--- src/assert_macros.svh ---
// shared assertion macros
`ifndef ASSERT_MACROS_SVH
`define ASSERT_MACROS_SVH

`ifndef SYNTHESIS

// property checked at every clock edge outside reset
`define ASSERT_ALWAYS(lbl, clk, rst_n, prop) \
	lbl: assert property (@(posedge clk) disable iff (!rst_n) (prop)) \
		else $error("assertion failed");

// antecedent implies consequent in the same cycle
`define ASSERT_IMPLIES(lbl, clk, rst_n, ante, cons) \
	lbl: assert property (@(posedge clk) disable iff (!rst_n) (ante) |-> (cons)) \
		else $error("assertion failed");

// antecedent implies consequent in the next cycle
`define ASSERT_NEXT(lbl, clk, rst_n, ante, cons) \
	lbl: assert property (@(posedge clk) disable iff (!rst_n) (ante) |=> (cons)) \
		else $error("assertion failed");

`else

`define ASSERT_ALWAYS(lbl, clk, rst_n, prop)
`define ASSERT_IMPLIES(lbl, clk, rst_n, ante, cons)
`define ASSERT_NEXT(lbl, clk, rst_n, ante, cons)

`endif

`endif

--- src/kes_pkg.sv ---
package kes_pkg;

	localparam logic [7:0] EXIT_KEY = 8'h1D;	// ctrl-]
	localparam logic [7:0] ESC_BYTE = 8'h1B;
	localparam logic [7:0] NUL_BYTE = 8'h00;
	localparam logic [7:0] DEL_BYTE = 8'h7F;

	localparam logic [7:0] SC_NUL   = 8'h03;
	localparam logic [7:0] SC_DEL   = 8'h53;
	localparam logic [7:0] SC_UP    = 8'h48;
	localparam logic [7:0] SC_DOWN  = 8'h50;
	localparam logic [7:0] SC_RIGHT = 8'h4D;
	localparam logic [7:0] SC_LEFT  = 8'h4B;

	localparam logic [7:0] CH_APP = 8'h4F;	// 'O'
	localparam logic [7:0] CH_CSI = 8'h5B;	// '['

	localparam int MAX_RESULTS = 3;
	localparam int CNT_W = $clog2(MAX_RESULTS + 1);
	localparam int IDX_W = $clog2(MAX_RESULTS);

	typedef struct packed {
		logic [CNT_W-1:0] count;	// results for this keystroke, zero for none
		logic             exit_key;
		logic [7:0]       b0;
		logic [7:0]       b1;
		logic [7:0]       b2;
	} run_t;

	// final letter of the esc [ x sequences, zero for no entry
	function automatic logic [7:0] csi_final(input logic [7:0] scan);
		logic [7:0] f;
		case (scan)
			8'h0F: f = "Z";
			8'h3B: f = "M";
			8'h3C: f = "N";
			8'h3D: f = "O";
			8'h3E: f = "P";
			8'h3F: f = "Q";
			8'h40: f = "R";
			8'h41: f = "S";
			8'h42: f = "T";
			8'h43: f = "U";
			8'h44: f = "V";
			8'h47: f = "H";
			8'h49: f = "I";
			8'h4F: f = "F";
			8'h51: f = "G";
			8'h52: f = "L";
			8'h54: f = "Y";
			8'h55: f = "Z";
			8'h56: f = "a";
			8'h57: f = "b";
			8'h58: f = "c";
			8'h59: f = "d";
			8'h5A: f = "e";
			8'h5B: f = "f";
			8'h5C: f = "g";
			8'h5D: f = "h";
			8'h5E: f = "k";
			8'h5F: f = "l";
			8'h60: f = "m";
			8'h61: f = "n";
			8'h62: f = "o";
			8'h63: f = "p";
			8'h64: f = "q";
			8'h65: f = "r";
			8'h66: f = "s";
			8'h67: f = "t";
			8'h68: f = "w";
			8'h69: f = "x";
			8'h6A: f = "y";
			8'h6B: f = "z";
			8'h6C: f = "@";
			8'h6D: f = "[";
			8'h6E: f = 8'h5C;
			8'h6F: f = "]";
			8'h70: f = "^";
			8'h71: f = "_";
			default: f = 8'h00;
		endcase
		return f;
	endfunction

endpackage

--- src/kes_key_if.sv ---
interface kes_key_if;
	logic       valid;
	logic       ready;
	logic [7:0] ascii_code;
	logic [7:0] scan_code;
	logic       app_cursor_mode;

	modport source (output valid, output ascii_code, output scan_code,
		output app_cursor_mode, input ready);
	modport sink (input valid, input ascii_code, input scan_code,
		input app_cursor_mode, output ready);
endinterface

--- src/kes_seq_if.sv ---
interface kes_seq_if;
	logic       valid;
	logic       ready;
	logic [7:0] out_byte;
	logic       byte_valid;
	logic       exit_request;
	logic       last_of_run;

	modport source (output valid, output out_byte, output byte_valid,
		output exit_request, output last_of_run, input ready);
	modport sink (input valid, input out_byte, input byte_valid,
		input exit_request, input last_of_run, output ready);
endinterface

--- src/kes_decode.sv ---
module kes_decode
	import kes_pkg::*;
(
	input  logic [7:0] ascii_code,
	input  logic [7:0] scan_code,
	input  logic       app_cursor_mode,
	output run_t       run
);

	logic [7:0] fin;

	assign fin = csi_final(scan_code);

	always_comb begin
		run = '0;
		if (ascii_code != 8'h00) begin
			run.count = CNT_W'(1);
			if (ascii_code == EXIT_KEY) begin
				run.exit_key = 1'b1;
			end else begin
				run.b0 = ascii_code;
			end
		end else begin
			case (scan_code)
				SC_NUL: begin
					run.count = CNT_W'(1);
					run.b0    = NUL_BYTE;
				end
				SC_DEL: begin
					run.count = CNT_W'(1);
					run.b0    = DEL_BYTE;
				end
				SC_UP, SC_DOWN, SC_RIGHT, SC_LEFT: begin
					run.count = CNT_W'(3);
					run.b0    = ESC_BYTE;
					run.b1    = app_cursor_mode ? CH_APP : CH_CSI;
					case (scan_code)
						SC_UP:    run.b2 = "A";
						SC_DOWN:  run.b2 = "B";
						SC_RIGHT: run.b2 = "C";
						default:  run.b2 = "D";
					endcase
				end
				default: begin
					// unknown scan codes leave count at zero
					if (fin != 8'h00) begin
						run.count = CNT_W'(3);
						run.b0    = ESC_BYTE;
						run.b1    = CH_CSI;
						run.b2    = fin;
					end
				end
			endcase
		end
	end

endmodule

--- src/kes_serializer.sv ---
`include "assert_macros.svh"

module kes_serializer
	import kes_pkg::*;
(
	input  logic      clk,
	input  logic      arst_n,
	input  run_t      run_d,
	kes_key_if.sink   key,
	kes_seq_if.source seq
);

	run_t             run_q;
	logic             busy_q;
	logic [IDX_W-1:0] idx_q;
	logic             last;
	logic             take;
	logic             load;

	assign last = CNT_W'(idx_q) == run_q.count - CNT_W'(1);
	assign take = busy_q && seq.ready;
	// next keystroke enters in the cycle the last result leaves
	assign key.ready = !busy_q || (take && last);
	assign load = key.valid && key.ready && (run_d.count != '0);

	always_ff @(posedge clk or negedge arst_n) begin
		if (!arst_n) begin
			busy_q <= 1'b0;
			idx_q  <= '0;
		end else begin
			if (load) begin
				busy_q <= 1'b1;
				idx_q  <= '0;
			end else if (take && last) begin
				busy_q <= 1'b0;
			end else if (take) begin
				idx_q <= idx_q + IDX_W'(1);
			end
		end
	end

	always_ff @(posedge clk) begin
		if (load) begin
			run_q <= run_d;
		end
	end

	always_comb begin
		case (idx_q)
			IDX_W'(0): seq.out_byte = run_q.b0;
			IDX_W'(1): seq.out_byte = run_q.b1;
			default:   seq.out_byte = run_q.b2;
		endcase
	end

	assign seq.valid        = busy_q;
	assign seq.byte_valid   = !run_q.exit_key;
	assign seq.exit_request = run_q.exit_key;
	assign seq.last_of_run  = last;

	`ASSERT_IMPLIES(a_idx_in_run, clk, arst_n, busy_q, CNT_W'(idx_q) < run_q.count)
	`ASSERT_IMPLIES(a_exit_single, clk, arst_n, busy_q && run_q.exit_key,
		run_q.count == CNT_W'(1))
	`ASSERT_IMPLIES(a_accept_on_last, clk, arst_n, busy_q && key.ready,
		seq.ready && last)
	`ASSERT_NEXT(a_stall_holds, clk, arst_n, seq.valid && !seq.ready,
		seq.valid && $stable(idx_q))

endmodule

--- src/key_to_escape_sequence.sv ---
// Encodes one PC keystroke per item on key into zero to three result items on
// seq. Each accepted keystroke is decoded in the accept cycle into a run
// register; its results then leave that register one per cycle while seq is
// ready, the first offered in the cycle after acceptance. The next keystroke is
// taken in the cycle the last result of the current run is taken, so with seq
// always ready runs follow one another with no idle gap; a keystroke with an
// unknown scan code gives no result and leaves the run register idle.
// The run register, one result per cycle while seq is ready, sets the rate.
module key_to_escape_sequence
	import kes_pkg::*;
(
	input  logic      clk,
	input  logic      arst_n,
	kes_key_if.sink   key,
	kes_seq_if.source seq
);

	run_t run_d;

	kes_decode u_decode (
		.ascii_code      (key.ascii_code),
		.scan_code       (key.scan_code),
		.app_cursor_mode (key.app_cursor_mode),
		.run             (run_d)
	);

	kes_serializer u_serializer (
		.clk    (clk),
		.arst_n (arst_n),
		.run_d  (run_d),
		.key    (key),
		.seq    (seq)
	);

endmodule

--- src/flat_wrapper.sv ---
// flat-port wrapper written by rule: the top's interface ports become plain ports
module key_to_escape_sequence_flat import kes_pkg::*;
  (clk, arst_n, key_valid, key_ascii_code, key_scan_code, key_app_cursor_mode, key_ready, seq_valid, seq_out_byte, seq_byte_valid, seq_exit_request, seq_last_of_run, seq_ready);
  kes_key_if key_i ();
  kes_seq_if seq_i ();
  input  logic clk;
  input  logic arst_n;
  input wire logic [$bits(key_i.valid)-1:0] key_valid;
  input wire logic [$bits(key_i.ascii_code)-1:0] key_ascii_code;
  input wire logic [$bits(key_i.scan_code)-1:0] key_scan_code;
  input wire logic [$bits(key_i.app_cursor_mode)-1:0] key_app_cursor_mode;
  output wire logic [$bits(key_i.ready)-1:0] key_ready;
  output wire logic [$bits(seq_i.valid)-1:0] seq_valid;
  output wire logic [$bits(seq_i.out_byte)-1:0] seq_out_byte;
  output wire logic [$bits(seq_i.byte_valid)-1:0] seq_byte_valid;
  output wire logic [$bits(seq_i.exit_request)-1:0] seq_exit_request;
  output wire logic [$bits(seq_i.last_of_run)-1:0] seq_last_of_run;
  input wire logic [$bits(seq_i.ready)-1:0] seq_ready;
  assign key_i.valid = key_valid;
  assign key_i.ascii_code = key_ascii_code;
  assign key_i.scan_code = key_scan_code;
  assign key_i.app_cursor_mode = key_app_cursor_mode;
  assign key_ready = key_i.ready;
  assign seq_valid = seq_i.valid;
  assign seq_out_byte = seq_i.out_byte;
  assign seq_byte_valid = seq_i.byte_valid;
  assign seq_exit_request = seq_i.exit_request;
  assign seq_last_of_run = seq_i.last_of_run;
  assign seq_i.ready = seq_ready;
  key_to_escape_sequence u_core (.clk(clk), .arst_n(arst_n), .key(key_i), .seq(seq_i));
endmodule
--- config.mk ---
export PLATFORM = sky130hd
export DESIGN_NAME = key_to_escape_sequence_flat
export DESIGN_NICKNAME = d
export VERILOG_FILES = /design/src/kes_pkg.sv /design/src/kes_key_if.sv /design/src/kes_seq_if.sv /design/src/kes_decode.sv /design/src/kes_serializer.sv /design/src/key_to_escape_sequence.sv /design/src/flat_wrapper.sv
export VERILOG_INCLUDE_DIRS = /design/src /design/src/src
export SDC_FILE = /design/constraint.sdc
export NUM_CORES = 1
export LEC_CHECK = 0
export ABC_AREA = 0
export BUFFER_PORTS_ARGS = -buffer_cell sky130_fd_sc_hd__buf_2
export CAP_MARGIN = 20
export CORE_MARGIN = 1.5
export CORE_UTILIZATION = 55
export DETAILED_ROUTE_END_ITERATION = 6
export PLACE_DENSITY = 0.89
export SETUP_SLACK_MARGIN = 0.4
export SLEW_MARGIN = 20
export SYNTH_ARGS = -nofsm -noshare
export SYNTH_HDL_FRONTEND = slang
export SYNTH_SLANG_ARGS = --single-unit
--- constraint.sdc ---
create_clock -name clk -period 3.7 [get_ports clk]
set_input_delay 0.555 -clock clk [delete_from_list [all_inputs] [get_ports clk]]
set_output_delay 0.555 -clock clk [all_outputs]
set_load 0.02 [all_outputs]
Word-level counts from Yosys, hierarchy flattened
Memory sizes are Yosys's and may differ from the RTL's.
Index checks and enable logic that the tools add are counted.
- register bits after elaboration: 30
- memories kept: 1
- memory bits (read-only): 896
- logic and storage cells: 54
- output and inout bits: 13
- memories (memory ; words ; width ; rd ports ; clocked after Yosys merged registers in ; wr ports ; RTL line ; source):
    (no name shown) ; 128 ; 7 ; 1 ; 0 ; 0 ; kes_pkg.sv:33 ; case (scan)
- add/sub/neg operators: 2
- muxes and demuxes: 18
- eq/ne operators: 10
- reduce and logical (&&, ||, !) cells: 16
- operators by type and width (operator ; count):
    8-bit by 7-bit == test with 1-bit output, second input constant ; 5
    16-bit case mux with 2 select lines ; 1
    8-bit two-way mux ; 3
    21-bit two-way mux ; 1
    7-bit case mux with 3 select lines ; 1
    8-bit case mux with 2 select lines ; 1
    8-bit nonzero test ; 2
    2-bit two-way mux ; 5
    3-bit case mux with 3 select lines ; 1
    8-bit by 2-bit == test with 1-bit output, second input constant ; 1
    8-bit by 5-bit == test with 1-bit output, second input constant ; 1
    2-bit nonzero test ; 3
    5-bit two-way mux ; 1
    1-bit logical AND ; 4
    2-bit case mux with 2 select lines ; 1
    4-bit OR reduction ; 1
    1-bit two-way mux ; 3
    2-bit by 1-bit adder with 2-bit output, second input constant ; 1
    2-bit by 1-bit == test with 1-bit output, second input constant ; 1
    2-bit == test ; 1
    1-bit zero test ; 2
    2-bit zero test ; 1
    2-bit inequality test, second input constant ; 1
    2-bit AND reduction ; 1
    other kinds (3) ; 3

Logic depth before layout (Yosys ltp)
An unclocked memory read counts as a cell.
- depth after elaboration: 10
- gate-level depth with buffers: 10
- mapped depth without buffers: 8

By module
A second synthesis with hierarchy kept.
- cell total of the unflattened synthesis: 264
- area, all modules: 2354.8 µm²
- by module, submodules not included (module ; area each (µm²) ; instances ; cells an instance):
    kes_serializer ; 1234.9 ; 1 ; 89
    kes_decode ; 1119.8 ; 1 ; 175

Worst setup path after synthesis
Ideal clock, no wire load.
- path type: input port to flip-flop
- from: input key_scan_code[1]
- to: register u_core.u_serializer.run_q[0] (netlist bit) (enable)
- library setup time: 0.406 ns
- slack: 0.225 ns
- stages on the path: 8
- required time: 3.294 ns
- arrival: 3.069 ns
- cell sequence: buf_2 inv_1 ha_1 nand3b_1 and3_1 o32ai_1 nor4b_4 a21oi_1
- cells in the longest elaborated chain, start to end: 8
- elaborated cells between the ends (all ways): 16
- ends and longest elaborated chain (item ; RTL line ; source):
    from (decl) ; flat_wrapper.sv:10 ; input wire logic [$bits(key_i.scan_code)-1:0] key_scan_code;
    memory read 128 x 7 bit ; -- ;
    8-bit two-way mux ; kes_pkg.sv:33 ;
    8-bit nonzero test ; kes_decode.sv:46 ; if (fin != 8'h00) begin
    2-bit two-way mux ; kes_decode.sv:46 ;
    2-bit case mux with 2 select lines (*) ; kes_decode.sv:24 ; case (scan_code)
    2-bit two-way mux (*) ; kes_decode.sv:16 ; if (ascii_code != 8'h00) begin
    2-bit nonzero test (*) ; kes_serializer.sv:24 ; assign load = key.valid && key.ready && (run_d.count != '0);
    1-bit logical AND (*) ; kes_serializer.sv:24 ;
    net u_core.u_serializer.load ; kes_serializer.sv:18 ; logic load;
    to (signal assigned) ; kes_serializer.sv:44 ; run_q <= run_d;
    to (decl) ; kes_serializer.sv:13 ; run_t run_q;
The timed path passes the listed nets; every way through them passes the cells marked *.
A chain may end at the register's enable or synchronous reset.

Worst setup path after layout
- from: input key_scan_code[1]
- to: register u_core.u_serializer.run_q[21] (netlist bit) (enable)
Same word-level chain as after synthesis.

==> impl_metrics.tcl <==
set metrics [dict create \
    grt_pass1_vias 1744 \
    final_cell_mix "33 x buf_2, 22 x nand2_1, 21 x edfxtp_1" \
    hold_viol 0 \
    num_antenna_cells 0 \
    remaining_drc_errors 0 \
    io_buffer_count 33 \
    first_pass_iters 5 \
    synth_simple_gate_area_share_pct 25.82 \
    fmax_mhz 329.5 \
    syn_area_sq_um 2098 \
    final_common_cell "buf_2" \
    worstHoldPathType "in2async" \
    ys_warn_count 0 \
    netSwitchingFraction_pct 40.29 \
    slew_violations 0 \
    synth_top_flop_cell "edfxtp_1" \
    antenna_found_initial 0 \
    p_clk_share_pct 14.2 \
    drive_gt1_share_pct 20.15 \
    layout.nets 294 \
    worstPathRequired_ns 3.70 \
    yosysUniqueCellTypes 59 \
    avgSynthCellArea_sq_um 8.929 \
    start_util_pct 57.31 \
    synth_top_family_by_area "simple AND/OR/NAND/NOR gates" \
    synth_edf_count 21 \
    critPathCaptureType "register" \
    grt_pass1_wl_mm 7.969 \
    p_switching_uw 421.1 \
    status "complete, no violations" \
    ys_ff_latch 24 \
    cts_hold_buf 0 \
    syn_nets 265 \
    setup_viol 0 \
    intPower_uw 624.1 \
    post-route-period-util_pct 82.03 \
    grt_overflow 0 \
    coreArea_sq_um 3661 \
    worstPathMaxFanout 21 \
    rows 22 \
    drt_wl_total_mm 5.058 \
    syn_inst 235 \
    r2r_cells 6 \
    placed_area_sq_um 2286 \
    cts_buffers 3 \
    ios 34 \
    slowest_delay_ns 0.56 \
    criticalPathCategory "in2reg" \
    comb_power_share_pct 50.3 \
    power.density_nw_per_um2 448.4 \
    num_vias 1976 \
    clk_pin_slew_ns 0.08 \
    cts_resized 0 \
    cts_tree "yes" \
    grt_start_max_net_pins 32 \
    synthMuxAreaShare_pct 2.027 \
    dp_hpwl_mm 3.817 \
    p_seq_share_pct 35.5 \
    path_cells "buf_2 -> inv_1 -> ha_1 -> mux2i_1 -> a221o_1 -> a41oi_2 -> nand3_2 -> nor4b_4 -> a21oi_2 -> buf_4" \
    place_congestion 1.008 \
    async_flop_share_pct 12.50 \
    fin_skew_ns 0.002346 \
    cts_setup_buffers 0 \
    synthAdderAreaFrac_pct 5.367 \
    final_cell_area_sq_um 2331 \
    ant_nets 0 \
    drtIter0Drc 161 \
    cts_sinks 24 \
    max-cap-violations 0 \
    die_h_microns 64.77 \
    cp_slowest_cell "nor4b_4" \
    synth_compound_area_share_pct 25.16 \
    rsz0062_at_grt "no" \
    insertion_delay_ns 0.26 \
    min_period_ns 3.035 \
    worst_pin_slew_ns 0.7854 \
    leakagePower_nw 0.8936 \
    vias_per_cell 6.354 \
    cts_root_buf "clkbuf_8" \
    fillers 314 \
    htree_levels 1 \
    fin_tns_setup_ns 0 \
    arrival_ns 3.04 \
    slew_headroom_pct 47.24 \
    die_w_microns 64.77 \
    synth-xor-area-share_pct 2.087 \
    synthToLayoutAreaGrowth_pct 11.09 \
    wire_per_inst_microns 16.26 \
    cp-start-kind "input port" \
    max-clock-path-buffers 2 \
    grt_usage_pct 24.02 \
    die-area_sq_um 4195 \
    seq_area_frac_synth_pct 33.63 \
    vdd_drop_max_uv 146.5 \
]
## cell usage after synthesis (all sizes together) (6+ instances only)
cell type	instances	area share [%]
nand3	7	1.9
nand2	22	3.9
ha	9	5.4
nand2b	8	2.4
nor2b	6	1.8
buf	9	2.7
o21ai	12	2.9
nor2	9	1.6
a21oi	15	3.6
inv	14	2.5
edfxtp	21	30
and2	10	3.0
## final cells by class
type	count	area [sq um]	share of cell area, %
clock buffers	3	41.29	1.771
clock inverters	1	3.754	0.1610
inverters	14	52.55	2.254
multi-input cells	184	1272	54.59
flip-flops and latches	24	705.7	30.27
well taps	48	60.06	2.576
repair buffers	37	195.2	8.374
## worst paths after layout
| path | slack, ns | to | startpoint |
|---|---|---|---|
| max | 0.66 | u_core.u_serializer.run_q[21]$_DFFE_PP_ | key_scan_code[1] |
| min | 0.08 | u_core.u_serializer.idx_q[0]$_DFFE_PN0P_ | arst_n |
| max reg2reg | 1.45 | u_core.u_serializer.run_q[21]$_DFFE_PP_ | u_core.u_serializer.idx_q[1]$_DFFE_PN0P_ |
| min reg2reg | 0.73 | u_core.u_serializer.idx_q[1]$_DFFE_PN0P_ | u_core.u_serializer.idx_q[1]$_DFFE_PN0P_ |
| max in group asynchronous | 3.52 | u_core.u_serializer.idx_q[1]$_DFFE_PN0P_ | arst_n |
| min in group clk | 0.49 | u_core.u_serializer.run_q[23]$_SDFFCE_PP0P_ | key_ascii_code[7] |
## flip-flops by register name, indices dropped and copies added, names as in the netlist
signal	flops
u_core.u_serializer.seq.valid	1
u_core.u_serializer.seq.exit_request	1
u_core.u_serializer.idx_q	2
u_core.u_serializer.run_q	20
## per-stage QoR
step	std cells	setup WS (ns)	hold slack [ns]	util [%]	power (mW)
4_1_cts	311	0.7488	0.07417	63.67	1.050
3_3_place_gp	307	0.5839	0.3499	62.44	0.8856
2_1_floorplan	235	0.6893	0.2594	-	0.7540
3_5_place_dp	307	0.4714	0.3555	62.44	0.9014
6_report	311	0.6647	0.07679	63.67	1.045
5_1_grt	311	0.5806	0.06967	63.67	1.110
## metal layers
metal  vias up  global-route usage, %  part of all wire [%]
li1        950                      -                     -
met1       907                  30.62                    41
met2       109                  43.17                    50
met3        10                  1.563                   7.3
met4         0                  7.713                   1.6
met5         -                      0                     0
## power by group through the flow
| stage | combinational (mW) | sequential, mW | clock, mW |
|---|---|---|---|
| 6_report | 0.526 | 0.371 | 0.148 |
| 5_1_grt | 0.569 | 0.377 | 0.164 |
| 4_1_cts | 0.526 | 0.372 | 0.152 |
| 3_5_place_dp | 0.524 | 0.378 | 0 |
| 3_3_place_gp | 0.512 | 0.374 | 0 |
| 2_1_floorplan | 0.377 | 0.377 | 0 |
## critical path, delay by kind of cell
family / cells / cell delay, ns
AOI/OAI and AO/OA: 3 / 0.70
and+or+nand+nor: 2 / 0.70
buffers and inverters: 3 / 0.58
adders and majority gates: 1 / 0.36
muxes: 1 / 0.13
## cells by family after synthesis
family / Yosys count
AOI/OAI and AO/OA: 73
adders and majority gates: 9
muxes: 4
DFF: 24
buffers and inverters: 27
and+or+nand+nor: 93
xor gates and xnor gates: 5
No activity file was read; power rests on OpenSTA's default activity.
